$ cat src/assert_macros.svh
// Assertion helpers included by the allocator unit.
`ifndef ASSERT_MACROS_SVH
`define ASSERT_MACROS_SVH

// Checks a property on every rising clock edge outside reset.
`define ASSERT_CLK(label, clk, rst, prop) \
  label: assert property (@(posedge clk) disable iff (rst) (prop)) \
    else $error("assertion failed");

// Checks a property on every rising clock edge, reset included.
`define ASSERT_ALWAYS(label, clk, prop) \
  label: assert property (@(posedge clk) (prop)) else $error("assertion failed");

`endif

$ cat src/ffba_pkg.sv
`timescale 1ns / 1ps
package ffba_pkg;
  localparam int MaxBlocks = 64;
  localparam int MaxRequest = 512;
  localparam int NumClasses = 6;
  localparam int IdxW = $clog2(MaxBlocks);
  localparam int CntW = IdxW + 1;
  localparam int AddrW = 20;
  localparam int SizeW = 10;
  localparam int BrkW = 21;
  localparam logic [BrkW-1:0] AddrSpace = BrkW'(1048576);

  localparam logic [1:0] StOk = 2'd0;
  localparam logic [1:0] StBadSize = 2'd1;
  localparam logic [1:0] StNoMem = 2'd2;
  localparam logic [1:0] StNotAlloc = 2'd3;

  localparam logic OpAlloc = 1'b0;
  localparam logic OpFree = 1'b1;

  typedef enum logic [3:0] {
    CMD_NONE  = 4'b0001,
    CMD_REUSE = 4'b0010,
    CMD_FREE  = 4'b0100,
    CMD_NEW   = 4'b1000
  } cmd_kind_t;

  // Search wave that walks the cell chain one cell per cycle.
  typedef struct packed {
    logic             valid;
    logic             op;
    logic [SizeW-1:0] req;
    logic [AddrW-1:0] addr;
    logic             found;
    logic [IdxW-1:0]  best;
    logic [IdxW-1:0]  idx;
    logic [AddrW-1:0] baddr;
    logic             inv_found;
    logic [IdxW-1:0]  inv_idx;
  } wave_t;

  // Update broadcast to every cell when a request is decided.
  typedef struct packed {
    cmd_kind_t        kind;
    logic [IdxW-1:0]  idx;
    logic [IdxW-1:0]  best;
    logic [IdxW-1:0]  rank;
    logic [AddrW-1:0] addr;
    logic [SizeW-1:0] size;
  } cmd_t;
endpackage

$ cat src/ffba_cell.sv
`timescale 1ns / 1ps
module ffba_cell (
  input  logic                    clk,
  input  logic                    rst,
  input  logic [ffba_pkg::IdxW-1:0] cell_idx,
  input  ffba_pkg::wave_t         wave_in,
  output ffba_pkg::wave_t         wave_out,
  input  ffba_pkg::cmd_t          cmd
);
  logic                          valid, is_free;
  logic [ffba_pkg::AddrW-1:0]    addr;
  logic [ffba_pkg::SizeW-1:0]    size;
  logic [ffba_pkg::IdxW-1:0]     rank;
  ffba_pkg::wave_t               w;
  logic                          hit;

  // The cell folds itself into the passing wave.
  always_comb begin
    w = wave_in;
    if (wave_in.op == ffba_pkg::OpAlloc) begin
      hit = valid && is_free && size >= wave_in.req &&
            (!wave_in.found || rank < wave_in.best);
    end else begin
      hit = valid && !is_free && addr == wave_in.addr && !wave_in.found;
    end
    if (hit) begin
      w.found = 1'b1;
      w.best = rank;
      w.idx = cell_idx;
      w.baddr = addr;
    end
    if (!valid && !wave_in.inv_found) begin
      w.inv_found = 1'b1;
      w.inv_idx = cell_idx;
    end
  end

  always_ff @(posedge clk) begin
    if (rst) begin
      wave_out.valid <= 1'b0;
    end else begin
      wave_out.valid <= wave_in.valid;
    end
    wave_out.op <= w.op;
    wave_out.req <= w.req;
    wave_out.addr <= w.addr;
    wave_out.found <= w.found;
    wave_out.best <= w.best;
    wave_out.idx <= w.idx;
    wave_out.baddr <= w.baddr;
    wave_out.inv_found <= w.inv_found;
    wave_out.inv_idx <= w.inv_idx;
  end

  always_ff @(posedge clk) begin
    if (rst) begin
      valid <= 1'b0;
      is_free <= 1'b0;
    end else begin
      unique case (cmd.kind)
        ffba_pkg::CMD_REUSE: begin
          if (cmd.idx == cell_idx) begin
            is_free <= 1'b0;
            rank <= '0;
          end else if (valid && is_free && rank > cmd.best) begin
            rank <= rank - 1'b1;
          end
        end
        ffba_pkg::CMD_FREE: begin
          if (cmd.idx == cell_idx) begin
            is_free <= 1'b1;
            rank <= cmd.rank;
          end
        end
        ffba_pkg::CMD_NEW: begin
          if (cmd.idx == cell_idx) begin
            valid <= 1'b1;
            is_free <= 1'b0;
            addr <= cmd.addr;
            size <= cmd.size;
            rank <= '0;
          end
        end
        default: ;
      endcase
    end
  end
endmodule

$ cat config.mk
export PLATFORM = sky130hd
export DESIGN_NAME = ffba_cell
export DESIGN_NICKNAME = d
export VERILOG_FILES = /design/src/assert_macros.svh /design/src/ffba_pkg.sv /design/src/ffba_cell.sv
export SDC_FILE = /design/constraint.sdc
export NUM_CORES = 1
export LEC_CHECK = 0
export BUFFER_PORTS_ARGS = -buffer_cell sky130_fd_sc_hd__buf_2
export CAP_MARGIN = 30
export CORE_MARGIN = 10
export CORE_UTILIZATION = 35
export CTS_CLUSTER_DIAMETER = 100
export CTS_CLUSTER_SIZE = 10
export DETAILED_ROUTE_END_ITERATION = 16
export HOLD_SLACK_MARGIN = 0.06
export PLACE_DENSITY = 0.75
export SYNTH_ARGS = -nofsm -noshare
export SYNTH_HDL_FRONTEND = slang
export SYNTH_SLANG_ARGS = --single-unit
$ cat constraint.sdc
create_clock -name clk -period 3.52 [get_ports clk]
set_input_delay 0.352 -clock clk [delete_from_list [all_inputs] [get_ports clk]]
set_output_delay 0.352 -clock clk [all_outputs]
set_load 0.005 [all_outputs]
# ---- Yosys cells after proc, flatten, opt, wreduce, memory -nomap -nowiden
# Index checks and enable logic that the tools add are counted.
dict set report word_totals {
  ff_bits 110
  inputBits 132
  out_inout_bits 72
  elab_cells 60
}
dict set report classes {
  add_sub_neg 1
  n_lt_le_gt_ge 3
  n_eq_ne 9
  n_mux 11
  n_bitwise 1
  n_reduce_logical 20
}
# operator count
set ops {}
lappend ops {{$mux 32} 1}
lappend ops {{$mux 6} 5}
lappend ops {{$eq 20x20->1} 1}
lappend ops {{$pmux 6 s3} 1}
lappend ops {{$ge 10x10->1} 1}
lappend ops {{$logic_and 1x1->1} 8}
lappend ops {{$eq 6x6->1} 1}
lappend ops {{$gt 6x6->1} 1}
lappend ops {{$lt 6x6->1} 1}
lappend ops {{$reduce_and 3->1} 2}
lappend ops {{$sub 6x1->6 const B} 1}
lappend ops {{$reduce_and 5->1} 1}
lappend ops {{$eq 4x2->1 const B} 1}
lappend ops {{$eq 4x3->1 const B} 1}
lappend ops {{$eq 4x4->1 const B} 1}
lappend ops {{$logic_not 1->1} 4}
lappend ops {{$ne 2x2->1 const B} 2}
lappend ops {{$mux 1} 3}
lappend ops {{$ne 3x3->1 const B} 1}
lappend ops {{$reduce_bool 3->1} 1}
lappend ops {{$ne 2x1->1 const B} 1}
lappend ops {{$pmux 1 s2} 1}
lappend ops {{$reduce_and 2->1} 1}
lappend ops {{$reduce_bool 2->1} 1}
lappend ops {{other kinds (3)} 3}

# ---- Depth between registers and ports, before layout
dict set report depth {
  ltp_word 6
  ltp_mapped 9
}

# ---- Worst setup path before layout
# OpenSTA, ideal clock, no wires.
dict set report synth_path {
  path_type {input port to flip-flop}
  start {input cmd[46] in the netlist's numbering}
  end {register addr[0] in the netlist's numbering (enable)}
  setup_ns 0.417
  t_arrival_ns 2.345
  t_required_ns 3.103
  setup_slack_ns 0.758
  stages 5
  cell_sequence {xnor2_1 > nand4_1 > nor3_1 > nand4b_1 > nor2_1}
}
dict set report synth_between {
  elab_chain_len 2
}
# element line_no
set synth_rtl {}
lappend synth_rtl {{from (decl)} ffba_cell.sv:8} ;# input ffba_pkg::cmd_t cmd
lappend synth_rtl {{$eq 6x6->1} ffba_cell.sv:76} ;# if (cmd.idx == cell_idx) begin
lappend synth_rtl {{$reduce_and 3->1 (no line)} --}
lappend synth_rtl {{to (signal assigned)} ffba_cell.sv:79} ;# addr <= cmd.addr;
lappend synth_rtl {{to (decl)} ffba_cell.sv:11} ;# logic [ffba_pkg::AddrW-1:0] addr;
# Every way passes these cells.
# A chain may end at the register's enable or synchronous reset.

==> results.json <==
{
  "crit_start": "valid$_SDFFE_PP0P_",
  "globalplace.congestion": 0.802,
  "path_clk_slew_ns": 0.07,
  "reg2reg_from": "valid$_SDFFE_PP0P_",
  "synth_top_family_by_area": "multiplexers",
  "dpl.hpwl_um": 9850,
  "grt_pass1_wl_um": 17500,
  "die-area_mm2": 0.0169,
  "setup_tns_ns": 0,
  "synth_area_mm2": 0.00425,
  "maxCapViolations": 0,
  "slowest_stage": "o41ai_4",
  "whs_ns": 0.116,
  "ys_seq_elements": 110,
  "die_width_um": 130,
  "rsz0062_at_grt": "no",
  "core_mm2": 0.0120,
  "rows": 40,
  "synth-compound-area-share": 0.0501,
  "cts_resized": 0,
  "synth_area_leader_cell": "dfxtp_1",
  "via_count": 3035,
  "irDropWorstVdd_mv": 0.319,
  "portBuffers": 203,
  "yosys.area_share.xor_xnor": 0.0660,
  "initial_core_util": 0.355,
  "fmax_mhz": 344,
  "post_cts_buffers": 0,
  "power.leakage_nw": 2.68,
  "drt-pass1-iter-count": 4,
  "cp_num_cells": 6,
  "grt_pass1_vias": 3411,
  "top_level_ports": 204,
  "drt-total-wl_um": 11700,
  "critical_path_class": "flop to flop",
  "postSynthCellCount": 304,
  "fill_cells": 1069,
  "instances_no_fill": 671,
  "crit_arrival_ns": 3.14,
  "wl_per_cell_um": 17.4,
  "cts_buffers": 9,
  "root_buffer": "clkbuf_16",
  "slew_headroom": 0.336,
  "async_flop_share": 0,
  "synthMuxAreaShare": 0.125,
  "tightestPinTransition_ns": 0.982,
  "postSynthAreaPerCell_um2": 14.0,
  "layout.nets": 673,
  "worstPathMaxFanout": 16,
  "cp-endpoint": "wave_out[7]$_DFF_P_",
  "gr-usage-all-layers": 0.134,
  "yosysMostFrequentCell": "dfxtp_1",
  "ys.flop_type": "dfxtp_1",
  "antenna_cells": 0,
  "htree_num_levels": 3,
  "synthSimpleGateAreaFrac": 0.0604,
  "finClkSkew_ns": 0.00895,
  "yosysWarnings": 0,
  "clockBufferDepth": 2,
  "viasPerCell": 4.52,
  "drive_gt1_frac": 0.510,
  "final_max_slew_viol_count": 0,
  "ant_nets": 0,
  "syn_nets": 458,
  "cts.sinks": 110,
  "worstReg2RegEnd": "wave_out[7]$_DFF_P_",
  "r2r_cells": 6,
  "setup_viol": 0,
  "start_kind": "flop",
  "hold_class": "input pin to flop",
  "place_inst": 655,
  "post-route-period-util": 0.826,
  "die_h_um": 130,
  "drt_iter0_drc": 53,
  "yosysUniqueCellTypes": 36,
  "synth-edff-count": 36,
  "grt-ovfl-total": 0,
  "r2r_setup_slack_ns": 0.61,
  "drc": 0,
  "clock_latency_ns": 0.34,
  "antenna_found_initial": 3,
  "cp-end-kind": "flop",
  "postCtsHoldBufs": 0,
  "tritoncts": "yes",
  "grt_max_degree": 31,
  "critical_path.max_stage_delay_ns": 0.75,
  "crit_family": "compound AO/OA/AOI/OAI gates",
  "path_cells": "inv_1, nor4b_1, nand4_1, o41ai_4, buf_4, mux2_2",
  "synthTopCellsByCount": "dfxtp_1 (74), edfxtp_1 (36), mux2_4 (28), inv_1 (25)",
  "syn2layout_area_growth_pct": 34.9,
  "power.density_mw_per_mm2": 446,
  "status": "complete, no violations",
  "min_period_ns": 2.91,
  "cp.required_ns": 3.76,
  "cp_num_buf_inv": 2,
  "report.final.hold_viol_count": 0,
  "synth_fa_ha_area_frac": 0.0648,
  "synth-seq-area-share": 0.603,
  "synth_top_area_share": 0.349,
  "synth.area.top_cells": "dfxtp_1 (35%), edfxtp_1 (25%), mux2_4 (9.9%)"
}
## cells by family after synthesis
group | count (synthesis)
buffers and inverters | 28
AND/OR/NAND/NOR | 44
adder cells (fa/ha/maj) | 22
XOR/XNOR | 32
flip-flops | 110
AO/OA/AOI/OAI | 30
multiplexers | 38
## worst min path at each step
stage	from	endpoint	slack, ns	cells after the start
2_1_floorplan	wave_in[40]	wave_out[40]$_DFF_P_	0.38	0
3_3_place_gp	valid$_SDFFE_PP0P_	wave_out[6]$_SDFF_PP1_	0.47	1
3_5_place_dp	valid$_SDFFE_PP0P_	wave_out[6]$_SDFF_PP1_	0.47	1
4_1_cts	wave_in[68]	wave_out[68]$_DFF_P_	0.10	1
5_1_grt	wave_in[68]	wave_out[68]$_DFF_P_	0.10	1
6_report	wave_in[68]	wave_out[68]$_DFF_P_	0.12	1
## per-layer routing
metal | routed length (um) | track usage
met3 | 1270 | 0.0677
met2 | 5790 | 0.233
met5 | 26 | 0
met1 | 4450 | 0.139
met4 | 130 | 0.0397
## state kept, by name, indices dropped and copies added (netlist names)
name      flops
addr         20
is_free       1
rank          6
size         10
valid         1
wave_out     72
## cells in the final DEF (no fill, tap or decap), drive strengths merged, types with 3 or more instances in the layout
cell    Yosys  final
a211oi      3      3
a21oi       7      7
buf         3    207
clkbuf      0     10
clkinv      0      3
dfxtp      74     74
edfxtp     36     36
ha         22     22
inv        25     28
mux2       37     37
nand2      10     10
nand2b      4      4
nand4       5      5
nor2        6      6
nor3        5      5
nor4        4      4
o21ai      11     11
xnor2      10     10
xor2       22     22
## area by class of cell
| type | count | area (um2) | share of cell area |
|---|---|---|---|
| Clock buffer | 10 | 239 | 0.0417 |
| Inverter | 25 | 93.8 | 0.0164 |
| Timing Repair Buffer | 207 | 1050 | 0.183 |
| Multi-Input combinational cell | 166 | 1560 | 0.273 |
| Clock inverter | 6 | 41.3 | 0.00721 |
| Sequential cell | 110 | 2560 | 0.447 |
| Tap cell | 147 | 184 | 0.0321 |
## where the power goes
group	internal [W]	total [W]	switching, W
clock network	0.000504	0.000958	0.000455
registers	0.00135	0.00136	0.0000108
logic	0.000134	0.000234	0.0000997
total	0.00199	0.00256	0.000565
## metrics by stage
| stage | power (W) | cell area (um2) | worst slack, ns | util |
|---|---|---|---|---|
| floorplan | 0.00148 | 4250 | 0.758 | - |
| global placement | 0.00162 | 5450 | 0.504 | 0.456 |
| detailed placement | 0.00163 | 5450 | 0.531 | 0.456 |
| CTS | 0.00260 | 5730 | 0.517 | 0.479 |
| global route | 0.00268 | 5730 | 0.413 | 0.479 |
| finish | 0.00256 | 5730 | 0.611 | 0.479 |
Power figures use the tool's default switching activity.
